==> src/hdl/assert_macros.svh <==
// Shared assertion macros for the signal light voter.
`ifndef ASSERT_MACROS_SVH
`define ASSERT_MACROS_SVH

// Property checked on every clock edge outside reset.
`define SLWV_ASSERT(lbl, prop, msg) \
    lbl: assert property (@(posedge clk) disable iff (!rst_n) (prop)) else $error(msg);

// Consequent checked in the cycle after the antecedent.
`define SLWV_ASSERT_NEXT(lbl, ante, cons, msg) \
    lbl: assert property (@(posedge clk) disable iff (!rst_n) (ante) |=> (cons)) \
        else $error(msg);

`endif

==> src/hdl/slwv_pkg.sv <==
`default_nettype none

package slwv_pkg;

    localparam int CNT_W = 9;

    localparam logic [1:0] LAMP_OFF     = 2'd0;
    localparam logic [1:0] LAMP_ON      = 2'd1;
    localparam logic [1:0] LAMP_BLINK   = 2'd2;
    localparam logic [1:0] LAMP_UNKNOWN = 2'd3;

    localparam logic [1:0] CFG_WINDOW_LEN = 2'd0;
    localparam logic [1:0] CFG_TOL_MISSES = 2'd1;
    localparam logic [1:0] CFG_MAX_JUMP   = 2'd2;

    typedef struct packed {
        logic               kind;
        logic               red_on;
        logic               yellow_on;
        logic               green_on;
        logic signed [15:0] pos_x;
        logic signed [15:0] pos_y;
    } in_t;

    typedef struct packed {
        logic [1:0]         red_state;
        logic [1:0]         yellow_state;
        logic [1:0]         green_state;
        logic signed [15:0] visibility;
        logic               ready_res;
    } out_t;

    typedef struct packed {
        logic               green;
        logic               yellow;
        logic               red;
        logic signed [15:0] pos_y;
        logic signed [15:0] pos_x;
    } entry_t;

    typedef struct packed {
        logic clear;
        logic step;
        logic pair;
    } jump_ctl_t;

    typedef enum logic [2:0] {
        S_IDLE,
        S_WALK,
        S_DRAIN,
        S_GRADE,
        S_FIN
    } state_t;

    function automatic logic [1:0] grade_lamp(input logic [CNT_W-1:0] cnt,
                                              input logic [CNT_W-1:0] n,
                                              input logic [5:0] tol);
        logic signed [CNT_W+2:0] c;
        logic signed [CNT_W+2:0] nn;
        logic signed [CNT_W+2:0] t;
        logic signed [CNT_W+2:0] h;
        logic [1:0]              g;
        c  = $signed({3'b000, cnt});
        nn = $signed({3'b000, n});
        t  = $signed({{(CNT_W-3){1'b0}}, tol});
        h  = $signed({4'b0000, n[CNT_W-1:1]});
        if (c >= nn - t)
            g = LAMP_ON;
        else if (c >= h - t && c <= h + t)
            g = LAMP_BLINK;
        else if (c <= t)
            g = LAMP_OFF;
        else
            g = LAMP_UNKNOWN;
        return g;
    endfunction

endpackage

`default_nettype wire

==> src/hdl/slwv_cell.sv <==
`default_nettype none

module slwv_cell
    import slwv_pkg::*;
(
    input  wire logic   clk,
    input  wire logic   en,
    input  wire entry_t d,
    output entry_t      q
);

    entry_t q_reg;

    always_ff @(posedge clk)
    begin
        if (en)
            q_reg <= d;
    end

    assign q = q_reg;

endmodule

`default_nettype wire

==> src/hdl/slwv_ring.sv <==
`default_nettype none

module slwv_ring
    import slwv_pkg::*;
#(
    parameter int DEPTH = 32
)
(
    input  wire logic   clk,
    input  wire logic   shift,
    input  wire logic   load_new,
    input  wire entry_t new_entry,
    output entry_t      tap
);

    entry_t cell_q [DEPTH];
    entry_t cell_d [DEPTH];

    // cell 0 takes the new frame or, while walking, the oldest cell (rotation)
    assign cell_d[0] = load_new ? new_entry : cell_q[DEPTH-1];

    genvar i;
    generate
        for (i = 1; i < DEPTH; i++)
        begin : g_link
            assign cell_d[i] = cell_q[i-1];
        end
        for (i = 0; i < DEPTH; i++)
        begin : g_cell
            slwv_cell u_cell (
                .clk (clk),
                .en  (shift),
                .d   (cell_d[i]),
                .q   (cell_q[i])
            );
        end
    endgenerate

    assign tap = cell_q[DEPTH-1];

endmodule

`default_nettype wire

==> src/hdl/slwv_jump.sv <==
`default_nettype none

module slwv_jump
    import slwv_pkg::*;
(
    input  wire logic               clk,
    input  wire logic               rst_n,
    input  wire jump_ctl_t          ctl,
    input  wire logic signed [15:0] pos_x,
    input  wire logic signed [15:0] pos_y,
    input  wire logic [32:0]        max_jump,
    output logic                    ok
);

    logic signed [15:0] prev_x_reg;
    logic signed [15:0] prev_y_reg;
    logic signed [16:0] dx_reg;
    logic signed [16:0] dy_reg;
    logic [31:0]        sqx_reg;
    logic [31:0]        sqy_reg;
    logic               v1_reg;
    logic               v2_reg;
    logic               ok_reg;

    logic [16:0]        dx_next;
    logic [16:0]        dy_next;
    logic signed [33:0] sqx_full;
    logic signed [33:0] sqy_full;
    logic [32:0]        d2;

    assign dx_next  = {pos_x[15], pos_x} - {prev_x_reg[15], prev_x_reg};
    assign dy_next  = {pos_y[15], pos_y} - {prev_y_reg[15], prev_y_reg};
    assign sqx_full = dx_reg * dx_reg;
    assign sqy_full = dy_reg * dy_reg;
    assign d2       = {1'b0, sqx_reg} + {1'b0, sqy_reg};

    // stage 1: difference, stage 2: squares, stage 3: compare
    always_ff @(posedge clk)
    begin
        if (ctl.step)
        begin
            prev_x_reg <= pos_x;
            prev_y_reg <= pos_y;
            dx_reg     <= $signed(dx_next);
            dy_reg     <= $signed(dy_next);
        end
        sqx_reg <= sqx_full[31:0];
        sqy_reg <= sqy_full[31:0];
    end

    always_ff @(posedge clk or negedge rst_n)
    begin
        if (!rst_n)
        begin
            v1_reg <= 1'b0;
            v2_reg <= 1'b0;
            ok_reg <= 1'b1;
        end
        else if (ctl.clear)
        begin
            v1_reg <= 1'b0;
            v2_reg <= 1'b0;
            ok_reg <= 1'b1;
        end
        else
        begin
            v1_reg <= ctl.step && ctl.pair;
            v2_reg <= v1_reg;
            if (v2_reg && !(d2 < max_jump))
                ok_reg <= 1'b0;
        end
    end

    assign ok = ok_reg;

endmodule

`default_nettype wire

==> src/hdl/signal_light_window_voter_core.sv <==
// Signal light window voter.
// in: one beat per camera frame (valid/ready), in_data.kind selects an
//   observation or a loss event. out: exactly one result beat per input beat,
//   in order. cfg: register writes (valid/ready, always ready), index 0 window
//   length, 1 tolerated misses, 2 squared jump limit; write only when idle.
// Sequence: a loss event or an observation that leaves the window short of full
//   goes from idle straight to the finish state, which loads the output
//   register and returns to idle, where the next beat can be taken. An
//   observation that fills the window rotates the frame ring once through the
//   distance pipeline, one cell per cycle, through the walk, drain, grade and
//   finish states before its result is registered.
// Throughput: one item at a time; the next beat is taken as soon as the
//   previous result sits in the output register.
// Stall: a result waits in the output register while out_ready is low; the
//   next item is still accepted and holds its result until the register frees.
// Reset: ring empty, visibility 0, reported lamps off, registers at defaults
//   (window 16, misses 2, jump limit 16384).
`default_nettype none
`include "assert_macros.svh"

module signal_light_window_voter_core
    import slwv_pkg::*;
#(
    parameter int RING_DEPTH = 32
)
(
    input  wire logic        clk,
    input  wire logic        rst_n,
    input  wire logic        in_valid,
    output logic             in_ready,
    input  wire in_t         in_data,
    output logic             out_valid,
    input  wire logic        out_ready,
    output out_t             out_data,
    input  wire logic        cfg_valid,
    output logic             cfg_ready,
    input  wire logic [1:0]  cfg_index,
    input  wire logic [32:0] cfg_data
);

    localparam int CW = $clog2(RING_DEPTH + 1);
    localparam int KW = $clog2(RING_DEPTH);
    localparam int WW = (CW > 6) ? CW : 6;

    state_t          state_reg, state_next;
    logic [CW-1:0]   fill_reg, fill_next;
    logic [KW-1:0]   k_reg, k_next;
    logic            drain_reg, drain_next;
    logic [CW-1:0]   cnt_r_reg, cnt_r_next;
    logic [CW-1:0]   cnt_y_reg, cnt_y_next;
    logic [CW-1:0]   cnt_g_reg, cnt_g_next;
    logic signed [15:0] vis_reg, vis_next;
    logic [5:0]      rep_reg, rep_next;
    logic            rdy_reg, rdy_next;
    logic            out_valid_reg, out_valid_next;
    out_t            out_data_reg, out_data_next;

    logic [5:0]      win_len_reg;
    logic [5:0]      tol_reg;
    logic [32:0]     max_jump_reg;

    logic [WW-1:0]   win_w;
    logic [WW-1:0]   cap_w;
    logic [CW-1:0]   cap;
    logic [CW:0]     fill_p1;
    logic [CW-1:0]   fill_inc;
    logic            accept;

    logic            ring_shift;
    logic            ring_load;
    entry_t          new_entry;
    entry_t          tap;
    jump_ctl_t       jctl;
    logic            jump_ok;

    logic            do_reset;
    logic            do_write;
    logic [5:0]      wr_states;
    logic            wr_flag;
    logic            wr_restart;
    logic signed [15:0] vis_wr;
    logic [1:0]      gr_r, gr_y, gr_g;

    assign cfg_ready = 1'b1;

    always_ff @(posedge clk or negedge rst_n)
    begin
        if (!rst_n)
        begin
            win_len_reg  <= 6'd16;
            tol_reg      <= 6'd2;
            max_jump_reg <= 33'd16384;
        end
        else if (cfg_valid)
        begin
            unique case (cfg_index)
                CFG_WINDOW_LEN: win_len_reg  <= cfg_data[5:0];
                CFG_TOL_MISSES: tol_reg      <= cfg_data[5:0];
                CFG_MAX_JUMP:   max_jump_reg <= cfg_data;
                default:        ;
            endcase
        end
    end

    // effective window, clamped to 1..RING_DEPTH
    always_comb
    begin
        win_w = WW'(win_len_reg);
        if (win_w == '0)
            cap_w = WW'(1);
        else if (win_w > WW'(RING_DEPTH))
            cap_w = WW'(RING_DEPTH);
        else
            cap_w = win_w;
    end
    assign cap = cap_w[CW-1:0];

    assign fill_p1  = {1'b0, fill_reg} + (CW+1)'(1);
    assign fill_inc = (fill_p1 < {1'b0, cap}) ? fill_p1[CW-1:0] : cap;

    assign new_entry.green  = in_data.green_on;
    assign new_entry.yellow = in_data.yellow_on;
    assign new_entry.red    = in_data.red_on;
    assign new_entry.pos_y  = in_data.pos_y;
    assign new_entry.pos_x  = in_data.pos_x;

    assign gr_r = grade_lamp(CNT_W'(cnt_r_reg), CNT_W'(fill_reg), tol_reg);
    assign gr_y = grade_lamp(CNT_W'(cnt_y_reg), CNT_W'(fill_reg), tol_reg);
    assign gr_g = grade_lamp(CNT_W'(cnt_g_reg), CNT_W'(fill_reg), tol_reg);

    assign in_ready = (state_reg == S_IDLE);
    assign accept   = in_valid && in_ready;

    always_comb
    begin
        state_next     = state_reg;
        fill_next      = fill_reg;
        k_next         = k_reg;
        drain_next     = drain_reg;
        cnt_r_next     = cnt_r_reg;
        cnt_y_next     = cnt_y_reg;
        cnt_g_next     = cnt_g_reg;
        out_valid_next = out_valid_reg;
        out_data_next  = out_data_reg;
        ring_shift     = 1'b0;
        ring_load      = 1'b0;
        jctl           = '0;
        do_reset       = 1'b0;
        do_write       = 1'b0;
        wr_states      = '0;
        wr_flag        = 1'b0;

        if (out_valid_reg && out_ready)
            out_valid_next = 1'b0;

        unique case (state_reg)
            S_IDLE:
            begin
                if (accept)
                begin
                    if (in_data.kind)
                    begin
                        fill_next  = '0;
                        do_reset   = 1'b1;
                        state_next = S_FIN;
                    end
                    else
                    begin
                        ring_shift = 1'b1;
                        ring_load  = 1'b1;
                        fill_next  = fill_inc;
                        if (fill_inc < cap)
                        begin
                            do_write   = 1'b1;
                            wr_states  = {1'b0, in_data.green_on, 1'b0, in_data.yellow_on,
                                          1'b0, in_data.red_on};
                            state_next = S_FIN;
                        end
                        else
                        begin
                            k_next     = KW'(RING_DEPTH - 1);
                            cnt_r_next = '0;
                            cnt_y_next = '0;
                            cnt_g_next = '0;
                            jctl.clear = 1'b1;
                            state_next = S_WALK;
                        end
                    end
                end
            end
            S_WALK:
            begin
                // tap shows the k-th newest frame, oldest first
                ring_shift = 1'b1;
                jctl.step  = 1'b1;
                jctl.pair  = ((CW+1)'(k_reg) + (CW+1)'(1)) < {1'b0, fill_reg};
                if (CW'(k_reg) < fill_reg)
                begin
                    cnt_r_next = cnt_r_reg + CW'(tap.red);
                    cnt_y_next = cnt_y_reg + CW'(tap.yellow);
                    cnt_g_next = cnt_g_reg + CW'(tap.green);
                end
                if (k_reg == '0)
                begin
                    drain_next = 1'b0;
                    state_next = S_DRAIN;
                end
                else
                    k_next = k_reg - KW'(1);
            end
            S_DRAIN:
            begin
                if (drain_reg)
                    state_next = S_GRADE;
                else
                    drain_next = 1'b1;
            end
            S_GRADE:
            begin
                if (!jump_ok || gr_r == LAMP_UNKNOWN || gr_y == LAMP_UNKNOWN
                    || gr_g == LAMP_UNKNOWN
                    || (gr_r == LAMP_OFF && gr_y == LAMP_OFF && gr_g == LAMP_OFF))
                    do_reset = 1'b1;
                else
                begin
                    do_write  = 1'b1;
                    wr_states = {gr_g, gr_y, gr_r};
                    wr_flag   = 1'b1;
                end
                state_next = S_FIN;
            end
            S_FIN:
            begin
                if (!out_valid_reg || out_ready)
                begin
                    out_valid_next             = 1'b1;
                    out_data_next.red_state    = rep_reg[1:0];
                    out_data_next.yellow_state = rep_reg[3:2];
                    out_data_next.green_state  = rep_reg[5:4];
                    out_data_next.visibility   = vis_reg;
                    out_data_next.ready_res    = rdy_reg;
                    state_next                 = S_IDLE;
                end
            end
            default:
                state_next = S_IDLE;
        endcase
    end

    // report update
    assign wr_restart = vis_reg[15] || (wr_states != rep_reg);

    always_comb
    begin
        if (wr_restart)
            vis_wr = 16'sd1;
        else if (vis_reg != 16'sh7FFF)
            vis_wr = vis_reg + 16'sd1;
        else
            vis_wr = vis_reg;
    end

    always_comb
    begin
        vis_next = vis_reg;
        rep_next = rep_reg;
        rdy_next = rdy_reg;
        priority if (do_reset)
        begin
            if (!vis_reg[15])
                vis_next = -16'sd1;
            else if (vis_reg != 16'sh8000)
                vis_next = vis_reg - 16'sd1;
            rdy_next = 1'b0;
        end
        else if (do_write)
        begin
            vis_next = vis_wr;
            rep_next = wr_states;
            rdy_next = wr_flag && !wr_restart && ($unsigned(vis_wr) >= 16'(cap));
        end
        else
        begin
            rdy_next = rdy_reg;
        end
    end

    always_ff @(posedge clk or negedge rst_n)
    begin
        if (!rst_n)
        begin
            state_reg     <= S_IDLE;
            fill_reg      <= '0;
            k_reg         <= '0;
            drain_reg     <= 1'b0;
            vis_reg       <= '0;
            rep_reg       <= '0;
            rdy_reg       <= 1'b0;
            out_valid_reg <= 1'b0;
        end
        else
        begin
            state_reg     <= state_next;
            fill_reg      <= fill_next;
            k_reg         <= k_next;
            drain_reg     <= drain_next;
            vis_reg       <= vis_next;
            rep_reg       <= rep_next;
            rdy_reg       <= rdy_next;
            out_valid_reg <= out_valid_next;
        end
    end

    always_ff @(posedge clk)
    begin
        cnt_r_reg    <= cnt_r_next;
        cnt_y_reg    <= cnt_y_next;
        cnt_g_reg    <= cnt_g_next;
        out_data_reg <= out_data_next;
    end

    slwv_ring #(
        .DEPTH (RING_DEPTH)
    ) u_ring (
        .clk       (clk),
        .shift     (ring_shift),
        .load_new  (ring_load),
        .new_entry (new_entry),
        .tap       (tap)
    );

    slwv_jump u_jump (
        .clk      (clk),
        .rst_n    (rst_n),
        .ctl      (jctl),
        .pos_x    (tap.pos_x),
        .pos_y    (tap.pos_y),
        .max_jump (max_jump_reg),
        .ok       (jump_ok)
    );

    assign out_valid = out_valid_reg;
    assign out_data  = out_data_reg;

    `SLWV_ASSERT(a_out_from_fin, $rose(out_valid_reg) |-> $past(state_reg == S_FIN),
        "result beat not issued from finish state")
    `SLWV_ASSERT_NEXT(a_loss_empties, accept && in_data.kind, fill_reg == '0,
        "loss event did not empty the ring")
    `SLWV_ASSERT(a_vis_nonzero, out_valid_reg |-> out_data_reg.visibility != 16'sd0,
        "result beat with zero visibility")
    `SLWV_ASSERT(a_ready_pos, (out_valid_reg && out_data_reg.ready_res)
        |-> !out_data_reg.visibility[15], "ready report with negative visibility")

endmodule

`default_nettype wire

==> config.mk <==
export PLATFORM = sky130hd
export DESIGN_NAME = signal_light_window_voter_core
export DESIGN_NICKNAME = d
export VERILOG_FILES = /design/src/hdl/slwv_pkg.sv /design/src/hdl/slwv_cell.sv /design/src/hdl/slwv_ring.sv /design/src/hdl/slwv_jump.sv /design/src/hdl/signal_light_window_voter_core.sv
export VERILOG_INCLUDE_DIRS = /design/src /design/src/hdl
export SDC_FILE = /design/constraint.sdc
export NUM_CORES = 2
export LEC_CHECK = 0
export ABC_CLOCK_PERIOD_IN_PS = 80300
export BUFFER_PORTS_ARGS = -buffer_cell sky130_fd_sc_hd__buf_4
export CAP_MARGIN = 5
export CORE_ASPECT_RATIO = 0.8
export CORE_UTILIZATION = 28
export DETAILED_ROUTE_END_ITERATION = 8
export GPL_ROUTABILITY_DRIVEN = 0
export SLEW_MARGIN = 0
export SYNTH_ARGS = -nofsm -noshare
export SYNTH_HDL_FRONTEND = slang
export SYNTH_SLANG_ARGS = --single-unit
==> constraint.sdc <==
create_clock -name clk -period 80.3 [get_ports clk]
set_input_delay 12.045 -clock clk [delete_from_list [all_inputs] [get_ports clk]]
set_output_delay 12.045 -clock clk [all_outputs]
set_load 0.02 [all_outputs]
==> results.json <==
{
  "grt_max_degree": 211,
  "drtPass1Iterations": 8,
  "cts_hold_buf": 0,
  "fin_setup_tns_ns": 0,
  "crit_path_frequent_cell": "buf_4",
  "worstPathBufferInverterCount": 5,
  "drive_gt1_share_pct": 9.018,
  "netlist_instances": 4660,
  "ys_seq_elements": 1376,
  "n_fill_cell": 23550,
  "start_kind": "primary input",
  "min_period_ns": 15.93,
  "cp_top_family": "buffers and inverters",
  "yosys_warnings": 0,
  "grt_pass1_wl_um": 206900,
  "synthesis.area_mm2": 0.06818,
  "grt-ovfl-total": 0,
  "ys_seq_area_share_pct": 59.06,
  "root_buffer": "clkbuf_16",
  "clock_skew_ns": 0.09148,
  "clockBufferDepth": 4,
  "clock_latency_ns": 0.83,
  "max_freq_mhz": 62.77,
  "wire_per_inst_um": 16.06,
  "initial_core_util_pct": 28.25,
  "cts_setup_buffers": 0,
  "syn-num-nets": 5635,
  "required_ns": 80.70,
  "hp-class": "flip-flop to flip-flop",
  "core_area_mm2": 0.2413,
  "dp_hpwl_um": 90610,
  "setup_viol": 0,
  "numCtsBuffers": 152,
  "path_class": "primary input to flip-flop",
  "vias_per_cell": 4.310,
  "antenna_found_initial": 7,
  "grt_pass1_vias": 36230,
  "avgSynthCellArea_um2": 14.63,
  "synthFlopType": "edfxtp_1",
  "worst_pin_slew_ns": 1.140,
  "dieArea_mm2": 0.2455,
  "cp_cell_sequence": "buf_4, nand2_1, nor2_4, nor2_1, inv_8, buf_4, buf_4, buf_12",
  "outcome": "finished, final reports clean",
  "die_w_um": 553.7,
  "slew_viol_final": 0,
  "numClockSinks": 1376,
  "io_buffers": 100,
  "rsz0062_at_grt": "no",
  "slowest_stage": "buf_4",
  "endpoint_kind": "flip-flop",
  "fp.dieH_um": 443.4,
  "cts_tree": "done",
  "clkTransAtPathRegs_ns": 0.06,
  "pin_count": 102,
  "area_growth_pct": 13.67,
  "grt_use_total_pct": 10.72,
  "num_vias": 35070,
  "slew_headroom_pct": 23.99,
  "cp.arrival_ns": 16.33,
  "cts_resized": 0,
  "drcViolationCount": 0,
  "crit_fanout": 210,
  "first_iter_violations": 2360,
  "largest_register_ffs": 1120,
  "antenna_left": 0,
  "rows": 161,
  "async_reset_ff_share_pct": 6.323,
  "synth_edf_count": 1227,
  "nNetsFinal": 5821,
  "finalCritPeriodShare_pct": 19.84,
  "finalHoldViolCount": 0,
  "drv_cap": 0,
  "max_stage_delay_ns": 0.95,
  "wl_um": 130700,
  "h-tree-depth": 4,
  "yosysUniqueCellTypes": 85
}
==> area by class of cell <==
| cell class | count | area [µm²] | area share (%) |
|---|---|---|---|
| sequential | 1376 | 40270 | 51.95 |
| multi-input combinational | 2471 | 24860 | 32.07 |
| clock buffer | 185 | 4020 | 5.187 |
| tap | 3178 | 3976 | 5.130 |
| inverter | 726 | 2734 | 3.527 |
| timing repair buffer | 119 | 930.9 | 1.201 |
| clock inverter | 80 | 716.9 | 0.9250 |
| antenna | 1 | 2.502 | 0.003229 |
==> logic make-up after synthesis <==
kind of cell | share of synthesized area (%)
AOI/OAI and AO/OA | 4.830
xor gates and xnor gates | 2.107
adders and majority gates | 22.22
buffers and inverters | 4.501
DFF | 59.06
muxes | 1.270
other | 0.005500
and+or+nand+nor | 6.006
==> layer usage <==
metal  share of wire [%]  up-vias  track usage (%)
met4                 2.6        2            3.325
met1                  49    17820            15.57
li1                    -    16350                -
met2                  44      687            16.36
met5              0.0099        -                0
met3                 4.2      213            1.690
==> cells in the final DEF (no fill, tap or decap), types with 26 or more instances in the layout <==
master | Yosys | final
nor2b_1 | 33 | 33
nand3_1 | 54 | 54
clkinv_1 | 1 | 28
buf_4 | 1 | 116
o21ai_0 | 115 | 115
fa_1 | 520 | 520
clkbuf_1 | 77 | 26
xor2_1 | 46 | 46
dfrtp_1 | 83 | 83
edfxtp_1 | 1227 | 1227
a21oi_1 | 113 | 113
ha_1 | 379 | 379
and2_1 | 140 | 140
nor2_1 | 179 | 178
xnor2_1 | 118 | 118
inv_1 | 725 | 723
nand2_1 | 252 | 252
nand2b_1 | 47 | 47
nor3_1 | 47 | 47
a21o_1 | 64 | 64
mux2_2 | 76 | 76
dfxtp_1 | 62 | 62
clkbuf_16 | 0 | 154
==> Yosys cell counts (4+ instances only) <==
| cell type | number | area, µm² |
|---|---|---|
| o211ai_1 | 13 | 97.59 |
| nor2b_1 | 33 | 206.5 |
| clkbuf_1 | 77 | 289.0 |
| nand2_1 | 252 | 945.9 |
| ha_1 | 379 | 4742 |
| nor3b_1 | 6 | 45.04 |
| nand3_1 | 54 | 270.3 |
| a2bb2oi_1 | 4 | 35.03 |
| or2_2 | 11 | 68.82 |
| a21boi_0 | 22 | 165.2 |
| nor3_1 | 47 | 235.2 |
| a22oi_1 | 4 | 30.03 |
| o2111ai_1 | 7 | 61.31 |
| dfrtp_1 | 83 | 2077 |
| o21ai_0 | 115 | 575.6 |
| nand4_1 | 15 | 93.84 |
| a22o_1 | 6 | 52.55 |
| nand3b_1 | 5 | 37.54 |
| a21o_1 | 64 | 480.5 |
| edfxtp_1 | 1227 | 36850 |
| xnor2_1 | 118 | 1033 |
| o22ai_1 | 6 | 37.54 |
| and3_1 | 24 | 150.1 |
| dfstp_2 | 4 | 105.1 |
| a41o_1 | 4 | 40.04 |
| buf_2 | 5 | 25.02 |
| fa_1 | 520 | 10410 |
| a211o_1 | 7 | 61.31 |
| or3_1 | 14 | 87.58 |
| o21bai_1 | 5 | 37.54 |
| dfxtp_1 | 62 | 1241 |
| a31oi_1 | 20 | 125.1 |
| and2_1 | 140 | 875.8 |
| o31a_1 | 8 | 70.07 |
| a21oi_1 | 113 | 565.5 |
| nand2b_1 | 47 | 294.0 |
| o31ai_1 | 4 | 30.03 |
| nor2_1 | 179 | 671.9 |
| inv_1 | 725 | 2721 |
| xor2_1 | 46 | 402.9 |
| a211oi_1 | 16 | 120.1 |
| o21a_1 | 24 | 180.2 |
| mux2_2 | 76 | 855.8 |
==> final timing paths <==
check / start / cells after the start / slack, ns / end
max in group asynchronous: rst_n / 2 / 67.57 / max_jump_reg[13]$_DFFE_PN0P_
setup / recovery: in_valid / 8 / 64.37 / u_ring.g_cell[26].u_cell.q[8]$_DFFE_PP_
min in group asynchronous: rst_n / 1 / 11.34 / vis_reg[15]$_DFFE_PN0P_
setup reg to reg: u_jump.dy_reg[5]$_DFFE_PP_ / 22 / 72.60 / u_jump.sqy_reg[30]$_DFF_P_
hold / removal: u_ring.g_cell[25].u_cell.q[27]$_DFFE_PP_ / 0 / 0.34 / u_ring.g_cell[26].u_cell.q[27]$_DFFE_PP_
hold reg to reg: u_ring.g_cell[25].u_cell.q[27]$_DFFE_PP_ / 0 / 0.34 / u_ring.g_cell[26].u_cell.q[27]$_DFFE_PP_
==> stage by stage <==
step / cells / util, % / instance area [µm²] / hold slack, ns / setup WS (ns)
finish: 8136 / 32.12 / 77510 / 0.3390 / 64.37
global route: 8136 / 32.12 / 77510 / 0.3441 / 64.04
CTS: 8135 / 32.12 / 77510 / 0.3355 / 64.41
detailed placement: 7870 / 30.15 / 72770 / 0.4045 / 63.53
global placement: 7870 / 30.15 / 72770 / 0.4003 / 63.72
floorplan: 4660 / - / 68180 / 0.3662 / 44.67
Power is left out: the tool's default activity adds up to more than one toggle a clock period on the data nets, which glitch-free logic cannot reach.
